**src/rtl/core/sdpb_pkg.sv**
```systemverilog
// shared types and constants for the scan-line dma program builder
// used by sdpb_cfg_regs and scanline_dma_program_builder_core; no dependencies

package sdpb_pkg;

    localparam logic [12:0] SEGMENT_BYTES  = 13'd4096;
    localparam logic [10:0] MAX_LINES      = 11'd1024;
    localparam logic [11:0] MAX_LINE_BYTES = 12'd4095;
    localparam logic [6:0]  RESULT_LIMIT   = 7'd64;

    localparam logic [23:0] START_OFFSET_RST   = 24'd0;
    localparam logic [11:0] BYTES_PER_LINE_RST = 12'd1280;
    localparam logic [23:0] LINE_PADDING_RST   = 24'd0;
    localparam logic [10:0] LINE_COUNT_RST     = 11'd288;

    typedef enum logic [1:0] {
        REG_START_OFFSET   = 2'd0,
        REG_BYTES_PER_LINE = 2'd1,
        REG_LINE_PADDING   = 2'd2,
        REG_LINE_COUNT     = 2'd3
    } cfg_index_t;

    typedef struct packed {
        logic [23:0] start_offset;
        logic [11:0] bytes_per_line;
        logic [23:0] line_padding;
        logic [10:0] line_count;
    } cfg_t;

    typedef struct packed {
        logic        is_sync;
        logic [31:0] write_address;
        logic [11:0] byte_count;
        logic        start_of_line;
        logic        end_of_line;
        logic        frame_done;
    } result_t;

    typedef enum logic [1:0] {
        ST_IDLE = 2'b01,
        ST_RUN  = 2'b10
    } state_t;

endpackage

```
**src/rtl/core/sdpb_cfg_regs.sv**
```systemverilog
// configuration register file for the scan-line dma program builder
// depends on sdpb_pkg for the register indexes, reset values and cfg_t

module sdpb_cfg_regs
(
    input  logic                    clk,
    input  logic                    rst_n,
    input  logic                    wr_en,
    input  sdpb_pkg::cfg_index_t    wr_index,
    input  logic [23:0]             wr_data,
    output sdpb_pkg::cfg_t          cfg
);

    sdpb_pkg::cfg_t cfg_reg;
    sdpb_pkg::cfg_t cfg_next;

    always_comb
    begin
        cfg_next = cfg_reg;
        if (wr_en)
        begin
            unique case (wr_index)
                sdpb_pkg::REG_START_OFFSET:   cfg_next.start_offset   = wr_data;
                sdpb_pkg::REG_BYTES_PER_LINE: cfg_next.bytes_per_line = wr_data[11:0];
                sdpb_pkg::REG_LINE_PADDING:   cfg_next.line_padding   = wr_data;
                sdpb_pkg::REG_LINE_COUNT:     cfg_next.line_count     = wr_data[10:0];
                default:                      cfg_next = cfg_reg;
            endcase
        end
    end

    always_ff @(posedge clk or negedge rst_n)
    begin
        if (!rst_n)
        begin
            cfg_reg.start_offset   <= sdpb_pkg::START_OFFSET_RST;
            cfg_reg.bytes_per_line <= sdpb_pkg::BYTES_PER_LINE_RST;
            cfg_reg.line_padding   <= sdpb_pkg::LINE_PADDING_RST;
            cfg_reg.line_count     <= sdpb_pkg::LINE_COUNT_RST;
        end
        else
        begin
            cfg_reg <= cfg_next;
        end
    end

    assign cfg = cfg_reg;

endmodule

```
**src/rtl/core/scanline_dma_program_builder_core.sv**
```systemverilog
// scan-line dma program builder: cuts scatter-gather segments into line write pieces
// depends on sdpb_pkg and sdpb_cfg_regs
// a segment is accepted in idle; the run state then takes one skip run or write piece per
// step and a closing step hands on any pending result; output stalls hold pieces and the
// closing step but not skip runs; the single min/compare unit allows one item per step
// a sync or write piece passes the pending register and then the output register to appear
// async active-low reset clears control state; no program runs until a start of list

module scanline_dma_program_builder_core
(
    input  logic        clk,
    input  logic        rst_n,
    // configuration write channel
    input  logic        cfg_valid,
    output logic        cfg_ready,
    input  logic [1:0]  cfg_index,
    input  logic [23:0] cfg_data,
    // segment input
    input  logic        in_valid,
    output logic        in_stall,
    input  logic [31:0] seg_address,
    input  logic [12:0] seg_length,
    input  logic        start_of_list,
    // instruction output
    output logic        out_valid,
    input  logic        out_stall,
    output logic        is_sync,
    output logic [31:0] write_address,
    output logic [11:0] byte_count,
    output logic        start_of_line,
    output logic        end_of_line,
    output logic        frame_done,
    output logic        last
);

    sdpb_pkg::cfg_t cfg;

    assign cfg_ready = 1'b1;

    sdpb_cfg_regs u_cfg_regs
    (
        .clk      (clk),
        .rst_n    (rst_n),
        .wr_en    (cfg_valid & cfg_ready),
        .wr_index (sdpb_pkg::cfg_index_t'(cfg_index)),
        .wr_data  (cfg_data),
        .cfg      (cfg)
    );

    // control state
    sdpb_pkg::state_t state_reg, state_next;
    logic        complete_reg, complete_next;
    logic [10:0] lines_done_reg, lines_done_next;
    logic [23:0] skip_reg, skip_next;
    logic [11:0] progress_reg, progress_next;
    logic [12:0] pos_reg, pos_next;
    logic [6:0]  count_reg, count_next;
    logic        pend_valid_reg, pend_valid_next;
    logic        out_valid_reg, out_valid_next;

    // payload state
    logic [31:0] base_reg, base_next;
    logic [12:0] len_reg, len_next;
    logic [11:0] lat_bpl_reg, lat_bpl_next;
    logic [23:0] lat_pad_reg, lat_pad_next;
    logic [10:0] lat_lines_reg, lat_lines_next;
    sdpb_pkg::result_t pend_reg, pend_next;
    sdpb_pkg::result_t out_reg, out_next;
    logic        out_last_reg, out_last_next;

    logic        in_xfer;
    logic        out_free;
    logic [12:0] avail;
    logic [11:0] need;
    logic        run_on;
    logic        is_skip;
    logic [23:0] op_a;
    logic [23:0] op_b;
    logic        a_le_b;
    logic [23:0] take;
    logic [10:0] lines_inc;
    logic [11:0] bpl_sat;
    logic [10:0] lines_sat;
    sdpb_pkg::result_t piece;

    assign in_stall = (state_reg != sdpb_pkg::ST_IDLE);
    assign in_xfer  = in_valid & ~in_stall;
    assign out_free = ~out_valid_reg | ~out_stall;

    assign bpl_sat   = (cfg.bytes_per_line > sdpb_pkg::MAX_LINE_BYTES) ?
                       sdpb_pkg::MAX_LINE_BYTES : cfg.bytes_per_line;
    assign lines_sat = (cfg.line_count > sdpb_pkg::MAX_LINES) ?
                       sdpb_pkg::MAX_LINES : cfg.line_count;

    // shared min unit: serves both the skip run and the line piece
    assign avail   = len_reg - pos_reg;
    assign need    = lat_bpl_reg - progress_reg;
    assign is_skip = (progress_reg == 12'd0) && (skip_reg != 24'd0);
    assign op_a    = is_skip ? skip_reg : {12'd0, need};
    assign op_b    = {11'd0, avail};
    assign a_le_b  = (op_a <= op_b);
    assign take    = a_le_b ? op_a : op_b;

    assign run_on    = ~complete_reg && (pos_reg < len_reg) &&
                       (count_reg < sdpb_pkg::RESULT_LIMIT);
    assign lines_inc = lines_done_reg + 11'd1;

    always_comb
    begin
        piece.is_sync       = 1'b0;
        piece.write_address = base_reg + {19'd0, pos_reg};
        piece.byte_count    = take[11:0];
        piece.start_of_line = (progress_reg == 12'd0);
        piece.end_of_line   = a_le_b;
        piece.frame_done    = a_le_b && (lines_inc >= lat_lines_reg);
    end

    always_comb
    begin
        state_next      = state_reg;
        complete_next   = complete_reg;
        lines_done_next = lines_done_reg;
        skip_next       = skip_reg;
        progress_next   = progress_reg;
        pos_next        = pos_reg;
        count_next      = count_reg;
        pend_valid_next = pend_valid_reg;
        base_next       = base_reg;
        len_next        = len_reg;
        lat_bpl_next    = lat_bpl_reg;
        lat_pad_next    = lat_pad_reg;
        lat_lines_next  = lat_lines_reg;
        pend_next       = pend_reg;
        out_next        = out_reg;
        out_last_next   = out_last_reg;
        out_valid_next  = out_valid_reg & out_stall;

        unique case (state_reg)
            sdpb_pkg::ST_IDLE:
            begin
                if (in_xfer)
                begin
                    base_next  = seg_address;
                    len_next   = (seg_length > sdpb_pkg::SEGMENT_BYTES) ?
                                 sdpb_pkg::SEGMENT_BYTES : seg_length;
                    pos_next   = 13'd0;
                    state_next = sdpb_pkg::ST_RUN;
                    if (start_of_list)
                    begin
                        lat_bpl_next    = bpl_sat;
                        lat_pad_next    = cfg.line_padding;
                        lat_lines_next  = lines_sat;
                        lines_done_next = 11'd0;
                        progress_next   = 12'd0;
                        skip_next       = cfg.start_offset;
                        complete_next   = (bpl_sat == 12'd0) || (lines_sat == 11'd0);
                        pend_next       = '0;
                        pend_next.is_sync = 1'b1;
                        pend_valid_next = 1'b1;
                        count_next      = 7'd1;
                    end
                    else
                    begin
                        pend_valid_next = 1'b0;
                        count_next      = 7'd0;
                    end
                end
            end
            sdpb_pkg::ST_RUN:
            begin
                if (run_on && is_skip)
                begin
                    // skip run: consumes bytes, yields nothing
                    skip_next = skip_reg - take;
                    pos_next  = pos_reg + take[12:0];
                end
                else if (!pend_valid_reg || out_free)
                begin
                    if (pend_valid_reg)
                    begin
                        out_next       = pend_reg;
                        out_last_next  = ~run_on;
                        out_valid_next = 1'b1;
                    end
                    if (run_on)
                    begin
                        pend_next       = piece;
                        pend_valid_next = 1'b1;
                        count_next      = count_reg + 7'd1;
                        pos_next        = pos_reg + take[12:0];
                        if (a_le_b)
                        begin
                            progress_next   = 12'd0;
                            lines_done_next = lines_inc;
                            skip_next       = lat_pad_reg;
                            if (lines_inc >= lat_lines_reg)
                            begin
                                complete_next = 1'b1;
                            end
                        end
                        else
                        begin
                            progress_next = progress_reg + take[11:0];
                        end
                    end
                    else
                    begin
                        pend_valid_next = 1'b0;
                        state_next      = sdpb_pkg::ST_IDLE;
                    end
                end
            end
            default:
            begin
                state_next = sdpb_pkg::ST_IDLE;
            end
        endcase
    end

    always_ff @(posedge clk or negedge rst_n)
    begin
        if (!rst_n)
        begin
            state_reg      <= sdpb_pkg::ST_IDLE;
            complete_reg   <= 1'b1;
            lines_done_reg <= 11'd0;
            skip_reg       <= 24'd0;
            progress_reg   <= 12'd0;
            pos_reg        <= 13'd0;
            count_reg      <= 7'd0;
            pend_valid_reg <= 1'b0;
            out_valid_reg  <= 1'b0;
        end
        else
        begin
            state_reg      <= state_next;
            complete_reg   <= complete_next;
            lines_done_reg <= lines_done_next;
            skip_reg       <= skip_next;
            progress_reg   <= progress_next;
            pos_reg        <= pos_next;
            count_reg      <= count_next;
            pend_valid_reg <= pend_valid_next;
            out_valid_reg  <= out_valid_next;
        end
    end

    always_ff @(posedge clk)
    begin
        base_reg      <= base_next;
        len_reg       <= len_next;
        lat_bpl_reg   <= lat_bpl_next;
        lat_pad_reg   <= lat_pad_next;
        lat_lines_reg <= lat_lines_next;
        pend_reg      <= pend_next;
        out_reg       <= out_next;
        out_last_reg  <= out_last_next;
    end

    assign out_valid     = out_valid_reg;
    assign is_sync       = out_reg.is_sync;
    assign write_address = out_reg.write_address;
    assign byte_count    = out_reg.byte_count;
    assign start_of_line = out_reg.start_of_line;
    assign end_of_line   = out_reg.end_of_line;
    assign frame_done    = out_reg.frame_done;
    assign last          = out_last_reg;

`ifndef SYNTHESIS
    // nothing may be held back once the block is idle
    a_idle_no_pending: assert property (@(posedge clk) disable iff (!rst_n)
        (state_reg == sdpb_pkg::ST_IDLE) |-> !pend_valid_reg)
        else $error("pending result left behind in idle");

    a_count_limit: assert property (@(posedge clk) disable iff (!rst_n)
        count_reg <= sdpb_pkg::RESULT_LIMIT)
        else $error("result count beyond limit");

    a_pos_in_segment: assert property (@(posedge clk) disable iff (!rst_n)
        (state_reg == sdpb_pkg::ST_RUN) |-> (pos_reg <= len_reg))
        else $error("segment position past its length");

    a_write_nonempty: assert property (@(posedge clk) disable iff (!rst_n)
        (out_valid_reg && !out_reg.is_sync) |-> (out_reg.byte_count != 12'd0))
        else $error("empty write piece");

    a_progress_in_line: assert property (@(posedge clk) disable iff (!rst_n)
        (state_reg == sdpb_pkg::ST_RUN && !complete_reg) |-> (progress_reg < lat_bpl_reg))
        else $error("line progress past line length");
`endif

endmodule

```
**config.mk**
```make
export PLATFORM = sky130hd
export DESIGN_NAME = scanline_dma_program_builder_core
export DESIGN_NICKNAME = d
export VERILOG_FILES = /design/src/rtl/core/sdpb_pkg.sv /design/src/rtl/core/sdpb_cfg_regs.sv /design/src/rtl/core/scanline_dma_program_builder_core.sv
export SDC_FILE = /design/constraint.sdc
export NUM_CORES = 1
export LEC_CHECK = 0
export ABC_AREA = 1
export BUFFER_PORTS_ARGS = -buffer_cell sky130_fd_sc_hd__buf_2
export CAP_MARGIN = 20
export CORE_MARGIN = 4
export CORE_UTILIZATION = 61
export CTS_CLUSTER_SIZE = 25
export DETAILED_ROUTE_END_ITERATION = 7
export PLACE_DENSITY = 0.82
export SLEW_MARGIN = 20
export SYNTH_ARGS = -nofsm -noshare
export SYNTH_HDL_FRONTEND = slang
export SYNTH_SLANG_ARGS = --single-unit
export TNS_END_PERCENT = 50
```
**constraint.sdc**
```tcl
create_clock -name clk -period 8.35 [get_ports clk]
set_clock_uncertainty 0.1 [all_clocks]
set_input_delay 0.4175 -clock clk [delete_from_list [all_inputs] [get_ports clk]]
set_output_delay 0.4175 -clock clk [all_outputs]
set_load 0.02 [all_outputs]
```
==> results.yml <==
final_layout:
  multiInputGateArea_sq_um: 7160
  seq_area_sq_um: 9260
  diodes: 0
  fin_cells: 2479
  drive_gt1_frac: 0.120
  largest_reg_flops: 71
  syn_to_final_growth_pct: 14.1
  fin_nets: 2257
  fill_cells: 2108
placement:
  dpl.cell_count: 2380
  gp_congestion: 1.03
  dp_hpwl_um: 30900
  port-buffer-count: 127
worst_setup_path:
  worst-path-max-fanout: 20
  cp.required_ps: 8660
  start_kind: "flop"
  cp.arrival_ps: 7230
  slowest_delay_ps: 450
  rrSetupSlack_ps: 1430
  cp-end-kind: "flop"
  crit_family: "simple AND/OR/NAND/NOR gates"
  path_class: "reg2reg"
  crit_buf_inv: 5
  crit_top_cell: "nand2_1"
  crit_slowest_cell: "dfrtp_1"
clock_tree:
  cts_sinks: 332
  cts_buffer_depth: 3
  numCtsBuffers: 36
  cts_root_buf: "clkbuf_16"
  clkLatencyLatePin_ps: 520
  post_cts_resized: 0
  htreeDepth: 2
  clkTransAtPathRegs_ps: 60
  cts_tree: "built"
logic_synthesis:
  ys_types: 63
  netlist_instances: 1906
  synth_area_sq_um: 17600
  synth-seq-cells: 332
  ys.flop_type: "edfxtp_1"
  yosys_warnings: 0
  netlist_top_cells_count: "nand2_1 (415), inv_1 (258), edfxtp_1 (189)"
  synth_edf_count: 189
  yosysTopAreaCellShare: 0.322
  synth-async-reset-ratio: 0.431
  synth.largest_area_cell: "edfxtp_1"
  synth.area.top_cells: "edfxtp_1 (32%), dfrtp_1 (19%), nand2_1 (8.8%), ha_1 (7.6%), inv_1 (5.5%)"
  seq_area_frac_synth: 0.525
  syn_area_per_cell_sq_um: 9.26
  yosysMostFrequentCell: "nand2_1"
detailed_routing:
  via_per_inst: 5.68
  drtIter0Drc: 1360
  drc_errors: 0
  vias: 14100
  wirelength_um: 43400
  drt-wirelength-per-cell_um: 17.5
  drt_first_pass_iters: 5
  ant_nets: 0
timing:
  hold_viol: 0
  rsz0062_at_grt: "no"
  finalCritPeriodShare: 0.829
  drv_slew: 0
  setup_viol: 0
  clock.fmax_mhz: 144
  worst_pin_slew_ps: 1050
  fin_crit_ps: 6920
  whs_ps: 72.3
  fin_tns_setup_ps: 0
  slew_headroom: 0.290
global_routing:
  gr-total-overflow: 0
  grt_max_degree: 83
  first_global_vias: 13900
  antenna_found_initial: 0
  grt_pass1_wl_um: 69900
  grtUsageTotal: 0.276
status:
  outcome: "finished, final reports clean"
floorplan:
  rows: 62
  die_x_um: 178
  start_util: 0.616
  die-area_sq_um: 31700
  coreArea_sq_um: 28600
  ios: 129
  die-height_um: 178
job:
  cap_viol_max_count: 0
worst_hold_path:
  worstHoldPathType: "in2reg"
## per-layer routing
metal	track usage	vias up	part of all wire
met3	0.0384	102	0.076
met2	0.463	603	0.48
li1	-	6719	-
met1	0.374	6664	0.42
met5	0	-	0
met4	0.0896	0	0.030
## final cells by class
cell class              count  area share
clock buffers              52      0.0503
flip-flops and latches    332       0.460
well taps                 384      0.0239
multi-input cells        1259       0.356
repair buffers            169      0.0516
clock inverters            14     0.00826
inverters                 269      0.0506
## through the flow
step	area (sq um)	util	setup slack [ps]
floorplan	17700	-	2510
global placement	18600	0.651	1710
detailed placement	18600	0.651	1600
CTS	20100	0.704	1580
global route	20100	0.704	805
finish	20100	0.704	1430
## tightest hold or removal path, cell delays in order
cell	delay, ps
buf_2	90
inv_1	60
o21ai_0	80
## cell families (layout without fill, tap and decap cells)
group | count (synthesis) | after routing | share of synthesized area
AO/OA/AOI/OAI | 366 | 366 | 0.121
XOR/XNOR | 50 | 50 | 0.0248
adder cells (fa/ha/maj) | 113 | 113 | 0.0827
buffers and inverters | 325 | 504 | 0.0722
flip-flops | 332 | 332 | 0.525
multiplexers | 1 | 1 | 0.000567
other | 1 | 11 | 0.000213
AND/OR/NAND/NOR | 718 | 718 | 0.174
## path summary, 6_finish.rpt
path / start / endpoint / cells after the start
setup / recovery: progress_reg[1]$_DFFE_PN0P_ / skip_reg[18]$_DFFE_PN0P_ / 43
hold / removal: cfg_data[20] / u_cfg_regs.cfg[67]$_DFFE_PN0P_ / 3
setup reg to reg: progress_reg[1]$_DFFE_PN0P_ / skip_reg[18]$_DFFE_PN0P_ / 43
hold reg to reg: pend_reg[4]$_SDFFCE_PN0P_ / byte_count[1]$_DFFE_PP_ / 0
max in group asynchronous: rst_n / lines_done_reg[5]$_DFFE_PN0P_ / 3
min in group asynchronous: rst_n / count_reg[2]$_DFFE_PN0P_ / 2
## cells in the final DEF (no fill, tap or decap), types with 4 or more instances in the layout
master / n
a21boi_1: 6
a21o_1: 7
a21oi_1: 106
a22oi_1: 4
a31oi_1: 9
buf_2: 126
buf_4: 9
clkbuf_1: 12
clkbuf_16: 37
clkinv_2: 4
conb_1: 11
dfrtp_1: 137
dfstp_2: 6
dlygate4sd3_1: 33
edfxtp_1: 189
fa_1: 6
ha_1: 107
inv_1: 257
inv_2: 8
inv_6: 4
nand2_1: 415
nand2_2: 11
nand3_1: 81
nand4_1: 31
nor2_1: 128
nor2_4: 5
nor3_1: 14
nor3_2: 4
nor4_1: 8
o211ai_1: 10
o21a_1: 10
o21ai_0: 137
o21ai_1: 15
o21bai_1: 10
o22ai_1: 19
o31ai_1: 10
or2_2: 7
xnor2_1: 14
xor2_1: 36
## what timing repair did
item                                   in CTS  in global routing
hold buffers                               33                  0
buffers inserted                            0                  0
endpoints found under the hold margin     111                  0
Power is not shown: default switching activity piles up to over one toggle a cycle in this logic, so the estimate is an artifact.
